$ cat config.mk
export PLATFORM = sky130hd
export DESIGN_NAME = puf_front
export DESIGN_NICKNAME = d
export VERILOG_FILES = /design/src/sv/puf_pkg.sv /design/src/sv/puf_front.sv
export SDC_FILE = /design/constraint.sdc
export NUM_CORES = 1
export LEC_CHECK = 0
export BUFFER_PORTS_ARGS = -buffer_cell sky130_fd_sc_hd__clkbuf_2
export CAP_MARGIN = 20
export CORE_MARGIN = 8
export CORE_UTILIZATION = 54
export CTS_CLUSTER_DIAMETER = 50
export DETAILED_ROUTE_END_ITERATION = 8
export PLACE_DENSITY = 0.85
export SYNTH_ARGS = -nofsm -noshare
export SYNTH_HDL_FRONTEND = slang
export SYNTH_SLANG_ARGS = --single-unit
$ cat constraint.sdc
create_clock -name clk -period 3 [get_ports clk]
set_clock_uncertainty 0.2 [all_clocks]
set_input_delay 0.15 -clock clk [delete_from_list [all_inputs] [get_ports clk]]
set_output_delay 0.15 -clock clk [all_outputs]
set_load 0.02 [all_outputs]
$ cat src/sv/puf_pkg.sv
package puf_pkg;

  localparam int NODE_COUNT = 1024;
  localparam int IDX_W      = $clog2(NODE_COUNT);
  localparam int FIELD_W    = 10;
  localparam int ENTRY_W    = IDX_W + 1;
  localparam int QDEPTH     = 2;
  localparam int QPTR_W     = (QDEPTH > 1) ? $clog2(QDEPTH) : 1;
  localparam int QCNT_W     = $clog2(QDEPTH + 1);

  localparam logic OP_CONSTRAIN = 1'b0;
  localparam logic OP_CLEAR     = 1'b1;

  typedef logic [IDX_W-1:0] idx_t;

  typedef enum logic [1:0] {
    CMD_LINK,
    CMD_CLEAR,
    CMD_REJECT
  } cmd_kind_t;

  typedef struct packed {
    cmd_kind_t kind;
    idx_t      a;
    idx_t      b;
    logic      rel;
  } cmd_t;

  typedef struct packed {
    logic valid;
    cmd_t cmd;
  } q_head_t;

  typedef enum logic [2:0] {
    ST_IDLE,
    ST_SWEEP,
    ST_F_ISSUE,
    ST_F_WAIT,
    ST_C_ISSUE,
    ST_C_WAIT,
    ST_LINK
  } back_state_t;

endpackage

$ cat src/sv/puf_front.sv
module puf_front (
  input  logic                        clk,
  input  logic                        rst,
  input  logic                        push,
  input  logic                        operation,
  input  logic [puf_pkg::FIELD_W-1:0] node_a,
  input  logic [puf_pkg::FIELD_W-1:0] node_b,
  input  logic                        relation,
  input  logic                        pop,
  output puf_pkg::q_head_t            head,
  output logic                        full
);

  puf_pkg::cmd_t                    slot [puf_pkg::QDEPTH];
  puf_pkg::cmd_t                    incoming;
  logic [puf_pkg::QPTR_W-1:0]       wr_ptr;
  logic [puf_pkg::QPTR_W-1:0]       rd_ptr;
  logic [puf_pkg::QCNT_W-1:0]       count;

  // classify the word on entry
  always_comb begin
    incoming.a   = puf_pkg::IDX_W'(node_a);
    incoming.b   = puf_pkg::IDX_W'(node_b);
    incoming.rel = relation;
    if (operation == puf_pkg::OP_CLEAR) begin
      incoming.kind = puf_pkg::CMD_CLEAR;
    end else if ((32'(node_a) >= puf_pkg::NODE_COUNT) ||
                 (32'(node_b) >= puf_pkg::NODE_COUNT)) begin
      incoming.kind = puf_pkg::CMD_REJECT;
    end else begin
      incoming.kind = puf_pkg::CMD_LINK;
    end
  end

  always_ff @(posedge clk) begin
    if (push) begin
      slot[wr_ptr] <= incoming;
    end
  end

  always_ff @(posedge clk) begin
    if (rst) begin
      wr_ptr <= '0;
      rd_ptr <= '0;
      count  <= '0;
    end else begin
      if (push) begin
        wr_ptr <= (wr_ptr == puf_pkg::QPTR_W'(puf_pkg::QDEPTH - 1)) ? '0 : wr_ptr + 1'b1;
      end
      if (pop) begin
        rd_ptr <= (rd_ptr == puf_pkg::QPTR_W'(puf_pkg::QDEPTH - 1)) ? '0 : rd_ptr + 1'b1;
      end
      case ({push, pop})
        2'b10:   count <= count + 1'b1;
        2'b01:   count <= count - 1'b1;
        default: count <= count;
      endcase
    end
  end

  assign head.valid = (count != '0);
  assign head.cmd   = slot[rd_ptr];
  assign full       = (count == puf_pkg::QCNT_W'(puf_pkg::QDEPTH));

  a_count_bound: assert property (@(posedge clk) disable iff (rst)
    count <= puf_pkg::QCNT_W'(puf_pkg::QDEPTH))
    else $error("queue count beyond depth");

  a_pop_nonempty: assert property (@(posedge clk) disable iff (rst)
    pop |-> (count != '0))
    else $error("pop from empty queue");

endmodule

==> PnR_summary.wiki, run 1 <==
{| class="wikitable"
! Metric !! Value
|-
| Antenna violations before repair || 0
|-
| Starting DRC count in detailed routing || 73
|-
| CTS clock-pin slew for the worst setup and hold paths || 130 ps
|-
| Worst R2R Setup Slack || 1250 ps
|-
| Slowest Stage Delay on Critical Path || 970 ps
|-
| DRC violations left || 0
|-
| Worst-Margin Slew || 954.0 ps
|-
| Kind of path behind the tightest hold check || in2reg
|-
| Run status || finished clean
|-
| Wire length of the first global-routing pass || 5388 µm
|-
| Most frequent standard cell in the layout excluding fill and tap cells || sky130_fd_sc_hd__clkbuf_2
|-
| Post-synthesis cell type count || 17
|-
| Starting density of the core || 0.5518
|-
| Slew Viols, Final || 0
|-
| Part of the total power dissipated in the clock network || 0.307
|-
| Switching share of total power || 0.2246
|-
| Number of buffer cells added on primary ports || 49
|-
| Final cycle utilization of the critical path || 0.7576
|-
| Root buffer selected by CTS || sky130_fd_sc_hd__clkbuf_4
|-
| Synthesized netlist net count || 119
|-
| Post-layout net count || 198
|-
| Series of cell instances along the critical path || mux2_2 -> clkbuf_2
|-
| Avg Vias per Cell || 4.807
|-
| Arrival time at the worst endpoint || 1920 ps
|-
| Placer's final routability congestion estimate || 0.7006
|-
| RSZ-0062 raised after global routing || no
|-
| Maximum frequency from static timing analysis || 440.0 MHz
|-
| Placeable core region || 3258 µm²
|-
| Top fanout value on the critical path || 22
|-
| Maximum buffer depth of the clock tree || 2
|-
| Synth warnings || 0
|-
| Met1 routed wirelength after detailed routing || 1178 µm
|-
| Sw power || 0.0003356 W
|-
| Syn-to-layout area delta || 36.26%
|-
| Post-Synthesis Mean Instance Area || 19.54 µm²
|-
| Relative contribution of sequential cells to total power || 0.547
|-
| Post_cts resized || 0
|-
| Crit start category || flop
|-
| Pin count of the biggest net entering global routing || 23
|-
| Met2 Routed Length || 2007 µm
|-
| Final wirelength || 3470 µm
|-
| Final Hold Vio Count || 0
|-
| Required time reported for the critical path endpoint || 2650 ps
|-
| Int Pwr || 0.001159 W
|-
| Overall die height || 73.70 µm
|-
| Total grt overflow || 0
|-
| Total number of clock tree sinks || 49
|-
| Clock period minus worst slack || 2273 ps
|-
| Cells after synthesis || 92
|-
| Type of the setup path with the least slack || reg2out
|-
| Power per standard cell area || 610.0 nW/µm²
|-
| Pleak || 0.9603 nW
|-
| Antenna diodes || 0
|-
| Number of global-route vias before repair || 1213
|-
| Number of cells after detailed placement || 185
|-
| All-layer global routing usage || 0.1378
|-
| Crit-path slowest cell || sky130_fd_sc_hd__dfxtp_1
|-
| Ratio of cells with drive above 1 in the final layout || 0.4826
|-
| Met3 wire length || 172 µm
|-
| Non-filler cells in the finished layout || 218
|-
| Setup-violating endpoint count in the final report || 0
|-
| Area of placed instances || 2093 µm²
|-
| Headroom to the max-slew limit || 0.3640
|-
| DRT Pass-1 Iters || 4
|-
| Total Die Area || 5432 µm²
|-
| Top library cells by usage in the layout, fill and taps aside || sky130_fd_sc_hd__clkbuf_2, sky130_fd_sc_hd__edfxtp_1, sky130_fd_sc_hd__dlygate4sd3_1
|-
| Level count of the clock H-tree || 2
|-
| CTS tree || yes
|-
| Count of vias placed by the detailed router || 1048
|-
| Routed length per placed instance || 15.92 µm
|-
| Number of maximum-capacitance constraint violations || 0
|-
| Peak VDD IR || 0.4069 mV
|-
| Design Area, Final || 2450 µm²
|-
| Post-route setup TNS || 0 ps
|-
| Register area share after synthesis || 0.7905
|-
| Post-route ant nets || 0
|-
| Count of state elements after synthesis || 49
|-
| I/O pin total || 51
|-
| Top metal layer carrying routed signals || met4
|-
| Crit path capture type || output pin
|-
| Insertion delay of the later-clocked pin in the worst-skew pair || 350 ps
|-
| Cell area after technology mapping || 1798 µm²
|-
| Inserted Clock Buffers || 5
|-
| Die Wd || 73.70 µm
|-
| Portion of total power attributed to combinational logic || 0.146
|-
| Hpwl dp || 2277 µm
|-
| Number of placement rows || 21
|}
stage by stage:
step	hold slack (ps)	setup WS, ps	util	total power (W)
finish	144.9	727.2	0.7519	0.001495
global route	213.9	613.6	0.7519	0.001553
CTS	135.4	685.1	0.7519	0.001510
detailed placement	144.8	1110	0.6425	0.001028
global placement	139.8	1150	0.6425	0.001017
floorplan	19.07	1127	-	0.0009517
logic make-up (layout without fill, tap and decap cells):
group	count (synthesis)	in the layout	synth area share
fa+ha+maj	1	1	0.006958
xor+xnor	4	4	0.01949
flops	49	49	0.7905
buf+inv	4	84	0.01183
mux	22	22	0.1378
other cells	1	1	0.002086
simple gates	9	9	0.02576
compound gates	2	2	0.005562
metal layers:
layer	up-vias	global-route usage
li1	504	-
met1	498	0.1147
met2	35	0.2707
met3	11	0.03411
met4	0	0.09534
met5	-	0
power by group through the flow:
stage                     clock network [W]  registers [W]  logic (W)
after floorplan                           0       0.000818   0.000133
after global placement                    0       0.000829   0.000188
after detailed placement                  0       0.000833   0.000194
after CTS                          0.000470       0.000818   0.000221
after global routing               0.000496       0.000822   0.000235
final                              0.000458       0.000817   0.000219
worst paths after layout:
path | cells past startpoint | end | from
min reg2reg | 2 | count[1]$_SDFFE_PP0P_ | count[1]$_SDFFE_PP0P_
max | 2 | head[10] | flop
min | 5 | count[0]$_SDFFE_PP0P_ | push
max reg2reg | 1 | slot[1][12]$_DFFE_PP_ | wr_ptr$_SDFFE_PP0P_
cell usage after synthesis (all sizes together):
cell type | count | area, µm²
edfxtp | 44 | 1321
mux2 | 22 | 247.7
dfxtp | 5 | 100.1
nor2 | 5 | 18.77
buf | 3 | 17.52
xnor2 | 3 | 26.28
a21oi | 1 | 5.000
and2 | 1 | 6.260
and2b | 1 | 8.760
conb | 1 | 3.750
ha | 1 | 12.51
inv | 1 | 3.750
o21ai | 1 | 5.000
or2 | 1 | 6.260
or3 | 1 | 6.260
xor2 | 1 | 8.760
state kept, by name (all words and copies together) (netlist names), named ones only:
name    flops
count       2
rd_ptr      1
slot       44
wr_ptr      1
critical path, delay by kind of cell (launching register included):
| family | cells | cell delay, ps |
|---|---|---|
| muxes | 1 | 430 |
| DFF | 1 | 970 |
| buffers and inverters | 1 | 160 |
timing repair:
item,in CTS,in global routing
hold buffers,25,0
buffers inserted,0,0
hold endpoints to repair,49,0
final cells by class:
type / instances / area [µm²]
Sequential cell: 49 / 1421
Fill cell: 232 / 808.3
Timing Repair Buffer: 75 / 503.0
Multi-Input combinational cell: 39 / 357.8
Clock inverter: 3 / 68.82
Tap cell: 46 / 57.56
Clock buffer: 5 / 37.54
Inverter: 1 / 3.754
(Power assumes the default switching activity.)
==> run 2, diff against run 1 <==
Settings changed: ABC_AREA from default to 1, CORE_UTILIZATION 54 to 50, PLACE_DENSITY 0.85 to 0.8.
Clock period 3 ns to 2.1 ns, I/O delays scaled along.
==> run 2 against run 1 <==
First-iteration DRC count down 29%. Total power up 33%. Worst hold slack better by 140 ps. Critical endpoint is now head[4]. Largest power group unchanged.
==> PnR_summary.wiki, run 2 <==
{| class="wikitable"
! Metric !! Value
|-
| Post-layout net count || 215 (was 198)
|-
| Most frequent standard cell in the layout excluding fill and tap cells || sky130_fd_sc_hd__clkbuf_2 (unchanged)
|-
| Post-synth ARST share || 0 (unchanged)
|-
| Largest registers || slot x44, count x2 (unchanged)
|-
| Number of flip-flops under the largest register name || 44 (unchanged)
|-
| Non-filler cells in the finished layout || 237 (was 218)
|-
| Placeable core region || 3578 µm² (was 3258 µm²)
|-
| Post-CTS setup buffers || 0 (unchanged)
|-
| Final cycle utilization of the critical path || 0.8250
|-
| Area of placed instances || 2151 µm² (was 2093 µm²)
|-
| Required time reported for the critical path endpoint || 1790 ps (was 2650 ps)
|-
| Synth warnings || 0 (unchanged)
|-
| CTS clock-pin slew for the worst setup and hold paths || 140 ps (was 130 ps)
|-
| Top reg by flops || slot (unchanged)
|-
| Synthesized netlist net count || 130 (was 119)
|-
| Largest cells by area after synthesis || sky130_fd_sc_hd__edfxtp_1, sky130_fd_sc_hd__mux2_2, sky130_fd_sc_hd__dfxtp_1 (unchanged)
|-
| Top fanout value on the critical path || 11 (was 22)
|-
| DRT Pass-1 Iters || 4 (unchanged)
|-
| CTS tree || yes (unchanged)
|-
| Leading post-synthesis cells by instance count || sky130_fd_sc_hd__edfxtp_1, sky130_fd_sc_hd__mux2_2, sky130_fd_sc_hd__nor2_1, sky130_fd_sc_hd__inv_1, sky130_fd_sc_hd__nand2_1 (was sky130_fd_sc_hd__edfxtp_1, sky130_fd_sc_hd__mux2_2, sky130_fd_sc_hd__dfxtp_1, sky130_fd_sc_hd__nor2_1, sky130_fd_sc_hd__xnor2_1)
|-
| Antenna diodes || 0 (unchanged)
|-
| Post-synthesis cell type count || 15 (was 17)
|-
| Number of placement rows || 22 (was 21)
|-
| Arrival time at the worst endpoint || 1430 ps (was 1920 ps)
|-
| Starting density of the core || 0.5108 (was 0.5518)
|-
| Number of cells after detailed placement || 203 (was 185)
|-
| Routed length per placed instance || 15.27 µm (was 15.92 µm)
|-
| Total Die Area || 5847 µm² (was 5432 µm²)
|-
| Syn-to-layout area delta || 36.21% (was 36.26%)
|-
| Count of vias placed by the detailed router || 1096 (was 1048)
|-
| Hpwl dp || 2559 µm (was 2277 µm)
|-
| Peak VDD IR || 0.5835 mV (was 0.4069 mV)
|-
| Register area share after synthesis || 0.7775 (was 0.7905)
|-
| Crit path capture type || output pin (unchanged)
|-
| Final wirelength || 3619 µm (was 3470 µm)
|-
| Cell area after technology mapping || 1828 µm² (was 1798 µm²)
|-
| Setup-violating endpoint count in the final report || 0 (unchanged)
|-
| Post-route ant nets || 0 (unchanged)
|-
| Post_cts resized || 0 (unchanged)
|-
| Type of the setup path with the least slack || reg2out (unchanged)
|-
| Ratio of cells with drive above 1 in the final layout || 0.4497 (was 0.4826)
|-
| Number of enable flip-flop cells after synthesis || 44 (unchanged)
|-
| Number of maximum-capacitance constraint violations || 0 (unchanged)
|-
| Cell taking the most area after synthesis || sky130_fd_sc_hd__edfxtp_1 (unchanged)
|-
| All-layer global routing usage || 0.1312 (was 0.1378)
|-
| DRC violations left || 0 (unchanged)
|-
| Clock period minus worst slack || 1732 ps
|-
| Main synth FF type || sky130_fd_sc_hd__edfxtp_1 (unchanged)
|-
| Maximum buffer depth of the clock tree || 2 (unchanged)
|-
| Sequential cell area || 1421 µm² (unchanged)
|-
| Filler cells || 244 (was 232)
|-
| RSZ-0062 raised after global routing || no (unchanged)
|-
| Slew Viols, Final || 0 (unchanged)
|-
| Slowest Stage Delay on Critical Path || 360 ps (was 970 ps)
|-
| Starting DRC count in detailed routing || 52 (was 73)
|-
| Number of buffer cells added on primary ports || 49 (unchanged)
|-
| Overall die height || 76.47 µm (was 73.70 µm)
|-
| Top library cells by usage in the layout, fill and taps aside || sky130_fd_sc_hd__clkbuf_2, sky130_fd_sc_hd__edfxtp_1, sky130_fd_sc_hd__dlygate4sd3_1 (unchanged)
|-
| Number of global-route vias before repair || 1262 (was 1213)
|-
| Pin count of the biggest net entering global routing || 16 (was 23)
|-
| Post-route setup TNS || 0 ps (unchanged)
|-
| Area of combinational cells with multiple inputs || 352.8 µm² (was 357.8 µm²)
|-
| Count of state elements after synthesis || 49 (unchanged)
|-
| Crit start category || flop (unchanged)
|-
| Design Area, Final || 2490 µm² (was 2450 µm²)
|-
| Inserted Clock Buffers || 5 (unchanged)
|-
| Final Hold Vio Count || 0 (unchanged)
|-
| Total number of clock tree sinks || 49 (unchanged)
|-
| Total design power || 0.001983 W (was 0.001495 W)
|-
| Series of cell instances along the critical path || buf_4 -> mux2_2 -> clkbuf_2 (was mux2_2 -> clkbuf_2)
|-
| Most frequent cell after synthesis || sky130_fd_sc_hd__edfxtp_1 (unchanged)
|-
| Wire length of the first global-routing pass || 6113 µm (was 5388 µm)
|-
| Cells after synthesis || 103 (was 92)
|-
| Post-Synthesis Mean Instance Area || 17.75 µm² (was 19.54 µm²)
|-
| Run status || finished clean (unchanged)
|-
| Level count of the clock H-tree || 2 (unchanged)
|-
| Post-CTS Hold Fix Bufs || 26 (was 25)
|-
| Insertion delay of the later-clocked pin in the worst-skew pair || 330 ps (was 350 ps)
|-
| Root buffer selected by CTS || sky130_fd_sc_hd__clkbuf_4 (unchanged)
|-
| Power per standard cell area || 796.6 nW/µm² (was 610.0 nW/µm²)
|-
| Maximum frequency from static timing analysis || 577.2 MHz
|-
| Crit-path slowest cell || sky130_fd_sc_hd__mux2_2 (was sky130_fd_sc_hd__dfxtp_1)
|-
| Avg Vias per Cell || 4.624 (was 4.807)
|-
| Kind of path behind the tightest hold check || in2reg (unchanged)
|-
| Pleak || 1.007 nW (was 0.9603 nW)
|-
| Die Wd || 76.47 µm (was 73.70 µm)
|-
| Placer's final routability congestion estimate || 0.6375 (was 0.7006)
|-
| Total grt overflow || 0 (unchanged)
|-
| Top-area cell type share of the netlist area || 0.7228 (was 0.7349)
|-
| Antenna violations before repair || 0 (unchanged)
|-
| I/O pin total || 51 (unchanged)
|}
[run 2: worst paths after layout]
path                       startpoint                     to  slack, ps  cells past startpoint
setup / recovery                 flop                head[4]        370                      3
hold / removal              node_a[4]  slot[1][15]$_DFFE_PP_        280                      2
setup reg to reg  rd_ptr$_SDFFE_PP0P_    rd_ptr$_SDFFE_PP0P_        580                      3
hold reg to reg   wr_ptr$_SDFFE_PP0P_    wr_ptr$_SDFFE_PP0P_        340                      2
[run 2: final cells by class]
type	instances	area share
multi-input cells	44	0.1417
clock buffers	5	0.01508
clock inverters	3	0.01658
well taps	48	0.02412
flip-flops and latches	49	0.5709
inverters	7	0.01055
repair buffers	81	0.2211
[run 2: critical path, delay by kind of cell (launching register included)]
| family | cells | cell delay [ps] |
|---|---|---|
| DFF | 1 | 350 |
| muxes | 1 | 360 |
| buffers and inverters | 2 | 370 |
[run 2: metrics by stage]
| stage | hold WS, ps | util | setup slack, ps |
|---|---|---|---|
| 2_1_floorplan | -22.62 | - | 234.1 |
| 3_3_place_gp | 95.05 | 0.6010 | 782.3 |
| 3_5_place_dp | 99.25 | 0.6010 | 764.0 |
| 4_1_cts | 271.4 | 0.6958 | 355.3 |
| 5_1_grt | 273.1 | 0.6958 | 307.7 |
| 6_report | 280.0 | 0.6958 | 367.5 |
[run 2: power breakdown]
| group | switching [W] | leakage, nW | internal, W |
|---|---|---|---|
| clock | 0.000274 | 0.0389 | 0.000247 |
| sequential | 0.0000178 | 0.455 | 0.00112 |
| combinational | 0.000176 | 0.514 | 0.000147 |
| total | 0.000468 | 1.01 | 0.00152 |
[run 2: layer usage]
| layer | GRT usage | part of all wire |
|---|---|---|
| met1 | 0.1399 | 0.39 |
| met2 | 0.2339 | 0.55 |
| met3 | 0.04363 | 0.050 |
| met4 | 0.04808 | 0.016 |
| met5 | 0 | 0 |
[run 2: logic make-up after synthesis]
logic type	share of synthesized area
buffers and inverters	0.03080
AO/OA/AOI/OAI	0.005470
XOR/XNOR	0.004792
AND/OR/NAND/NOR	0.03696
other	0.002051
multiplexers	0.1355
flip-flops	0.7776
adder cells (fa/ha/maj)	0.006844
==> run 3, diff against run 2 <==
Settings changed: CORE_UTILIZATION 50 to 46, PLACE_DENSITY 0.8 to 0.78.
Clock period 2.1 ns to 1.5 ns, I/O delays scaled along.
==> run 3 against run 2 <==
The flow now finishes with violations (setup timing). Total power grew 43%. Core utilization fell by 2.3 points. Highest routed layer unchanged. Global-route usage down 0.56 points. Register-to-register slack lost 500 ps. Count of clock-buffer cells in the layout rose by 1. Via count is 1.8% higher.
==> PnR_summary.wiki, run 3 (synthesis gave the netlist of run 2 again) <==
{| class="wikitable"
! Metric !! Value
|-
| Run status || finished with violations (was finished clean)
|-
| Violations in the final reports || setup timing
|-
| I/O pin total || 51 (unchanged)
|-
| Final cycle utilization of the critical path || 1.058
|-
| Number of cells after detailed placement || 205 (was 203)
|-
| Non-filler cells in the finished layout || 241 (was 237)
|-
| Number of global-route vias before repair || 1298 (was 1262)
|-
| Placeable core region || 3914 µm² (was 3578 µm²)
|-
| Wire length of the first global-routing pass || 5996 µm (was 6113 µm)
|-
| Peak VDD IR || 0.6811 mV (was 0.5835 mV)
|-
| Avg Vias per Cell || 4.631 (was 4.624)
|-
| All-layer global routing usage || 0.1255 (was 0.1312)
|-
| Clock period minus worst slack || 1586 ps
|-
| Number of maximum-capacitance constraint violations || 0 (unchanged)
|-
| Post-layout net count || 217 (was 215)
|-
| Global Route met2 Usage || 0.2408 (was 0.2339)
|-
| Final wirelength || 3731 µm (was 3619 µm)
|-
| Total number of clock tree sinks || 49 (unchanged)
|-
| Crit path capture type || output pin (unchanged)
|-
| Minimum setup slack in the final design || -86.30 ps (was 367.5 ps)
|-
| Worst R2R Start || rd_ptr$_SDFFE_PP0P_ (unchanged)
|-
| Area of placed instances || 2158 µm² (was 2151 µm²)
|-
| Relative contribution of sequential cells to total power || 0.565 (was 0.574)
|-
| Top fanout value on the critical path || 6 (was 11)
|-
| Starting density of the core || 0.4671 (was 0.5108)
|-
| Maximum buffer depth of the clock tree || 2 (unchanged)
|-
| Maximum frequency from static timing analysis || 630.4 MHz
|-
| Count of vias placed by the detailed router || 1116 (was 1096)
|-
| Antenna diodes || 0 (unchanged)
|-
| Number of placement rows || 23 (was 22)
|-
| Met3 routing resource usage after global routing || 0.04966 (was 0.04363)
|-
| Level count of the clock H-tree || 2 (unchanged)
|-
| Largest registers || slot x44, count x2 (unchanged)
|-
| Kind of path behind the tightest hold check || in2reg (unchanged)
|-
| Crit start category || flop (unchanged)
|-
| Ratio of cells with drive above 1 in the final layout || 0.4712 (was 0.4497)
|-
| Pin count of the biggest net entering global routing || 15 (was 16)
|-
| Part of the total power dissipated in the clock network || 0.251 (was 0.263)
|-
| Most frequent standard cell in the layout excluding fill and tap cells || sky130_fd_sc_hd__edfxtp_1 (was sky130_fd_sc_hd__clkbuf_2)
|-
| Insertion delay of the later-clocked pin in the worst-skew pair || 280 ps (was 330 ps)
|-
| Type of the setup path with the least slack || reg2out (unchanged)
|-
| Routed length per placed instance || 15.48 µm (was 15.27 µm)
|-
| Post-CTS setup buffers || 0 (unchanged)
|-
| Total design power || 0.002830 W (was 0.001983 W)
|-
| Launch instance of the worst min-delay path || push (was node_a[4])
|-
| Number of buffer cells added on primary ports || 49 (unchanged)
|-
| Setup-violating endpoint count in the final report || 22 (was 0)
|-
| Total Die Area || 6247 µm² (was 5847 µm²)
|-
| Number of flip-flops under the largest register name || 44 (unchanged)
|-
| Inserted Clock Buffers || 5 (unchanged)
|-
| Power per standard cell area || 1075 nW/µm² (was 796.6 nW/µm²)
|-
| Syn-to-layout area delta || 44.01% (was 36.21%)
|-
| RSZ-0062 raised after global routing || yes (was no)
|-
| Placer's final routability congestion estimate || 0.6540 (was 0.6375)
|-
| DRC violations left || 0 (unchanged)
|-
| Post-route ant nets || 0 (unchanged)
|-
| Total grt overflow || 0 (unchanged)
|-
| Top reg by flops || slot (unchanged)
|-
| Slew Viols, Final || 0 (unchanged)
|-
| Int Pwr || 0.002156 W (was 0.001515 W)
|-
| Final Hold Vio Count || 0 (unchanged)
|-
| Top library cells by usage in the layout, fill and taps aside || sky130_fd_sc_hd__edfxtp_1, sky130_fd_sc_hd__clkbuf_2, sky130_fd_sc_hd__dlygate4sd3_1 (was sky130_fd_sc_hd__clkbuf_2, sky130_fd_sc_hd__edfxtp_1, sky130_fd_sc_hd__dlygate4sd3_1)
|-
| Design Area, Final || 2633 µm² (was 2490 µm²)
|-
| Grt met1 use || 0.1161 (was 0.1399)
|-
| Switching share of total power || 0.2379 (was 0.2359)
|-
| Antenna violations before repair || 0 (unchanged)
|-
| Arrival time at the worst endpoint || 1310 ps (was 1430 ps)
|-
| Pleak || 1.070 nW (was 1.007 nW)
|-
| Portion of total power attributed to combinational logic || 0.183 (was 0.163)
|-
| Required time reported for the critical path endpoint || 1220 ps (was 1790 ps)
|-
| CTS clock-pin slew for the worst setup and hold paths || 80 ps (was 140 ps)
|-
| Root buffer selected by CTS || sky130_fd_sc_hd__clkbuf_8 (was sky130_fd_sc_hd__clkbuf_4)
|-
| Die Wd || 79.04 µm (was 76.47 µm)
|-
| Sw power || 0.0006733 W (was 0.0004679 W)
|-
| CTS tree || yes (unchanged)
|-
| Overall die height || 79.04 µm (was 76.47 µm)
|-
| Most Used Layer, Global Route || met2 (unchanged)
|-
| Starting DRC count in detailed routing || 49 (was 52)
|-
| DRT Pass-1 Iters || 4 (unchanged)
|-
| Hpwl dp || 2566 µm (was 2559 µm)
|-
| Worst setup slack after placement || 174.0 ps (was 764.0 ps)
|}
==> run 3: cell count changes in the layout (fill, tap and decap cells not counted), moves of 2 or more <==
cell,before,now
sky130_fd_sc_hd__clkinv_2,0,2
sky130_fd_sc_hd__mux2_4,0,6
sky130_fd_sc_hd__clkbuf_2,49,29
sky130_fd_sc_hd__buf_2,0,14
sky130_fd_sc_hd__buf_4,6,4
sky130_fd_sc_hd__clkbuf_4,5,0
sky130_fd_sc_hd__clkbuf_8,0,10
sky130_fd_sc_hd__buf_6,0,3
sky130_fd_sc_hd__mux2_2,22,16
==> run 3: worst paths after layout <==
path,cells past startpoint,slack (ps),endpoint
max reg2reg,3,80,rd_ptr$_SDFFE_PP0P_
min,4,110,slot[1][0]$_DFFE_PP_
max,3,-90,head[10]
min reg2reg,2,360,count[1]$_SDFFE_PP0P_
==> run 3: repair_timing <==
item,in CTS,in global routing
hold buffers,27,0
endpoints found under the hold margin,49,0
gates resized for setup,22,21
gates cloned,1,0
setup endpoints to repair,22,25
==> run 3: worst max-delay path, stage by stage, from the launching register on <==
cell and delay [ps]:
sky130_fd_sc_hd__dfxtp_4 380, sky130_fd_sc_hd__buf_6 140, sky130_fd_sc_hd__mux2_2 340, sky130_fd_sc_hd__clkbuf_2 160
==> run 3: final cells by class <==
class	instances	area [µm²]
Sequential cell	49	1425
Fill cell	291	1281
Timing Repair Buffer	83	633.1
Clock inverter	2	10.01
Tap cell	50	62.56
Multi-Input combinational cell	44	402.9
Inverter	7	26.28
Clock buffer	6	72.57
==> run 3: power by group through the flow <==
stage          clock [W]  sequential, W  combinational, W
6_report        0.000712        0.00160          0.000518
5_1_grt         0.000796        0.00161          0.000555
4_1_cts         0.000728        0.00160          0.000510
3_5_place_dp           0        0.00163          0.000400
3_3_place_gp           0        0.00162          0.000384
2_1_floorplan          0        0.00162          0.000255
==> run 3: routing by layer <==
metal | wire, µm | part of all wire
met5 | 0 | 0
met4 | 45 | 0.012
met3 | 214 | 0.057
met2 | 2170 | 0.58
met1 | 1301 | 0.35
==> run 3: stage by stage <==
step	hold WS, ps	utilization	TNS (ps)
floorplan	-52.62	-	0
global placement	64.12	0.5515	0
detailed placement	67.21	0.5515	0
CTS	104.0	0.6643	-1922
global route	127.6	0.6726	-2855
finish	113.9	0.6726	-1510
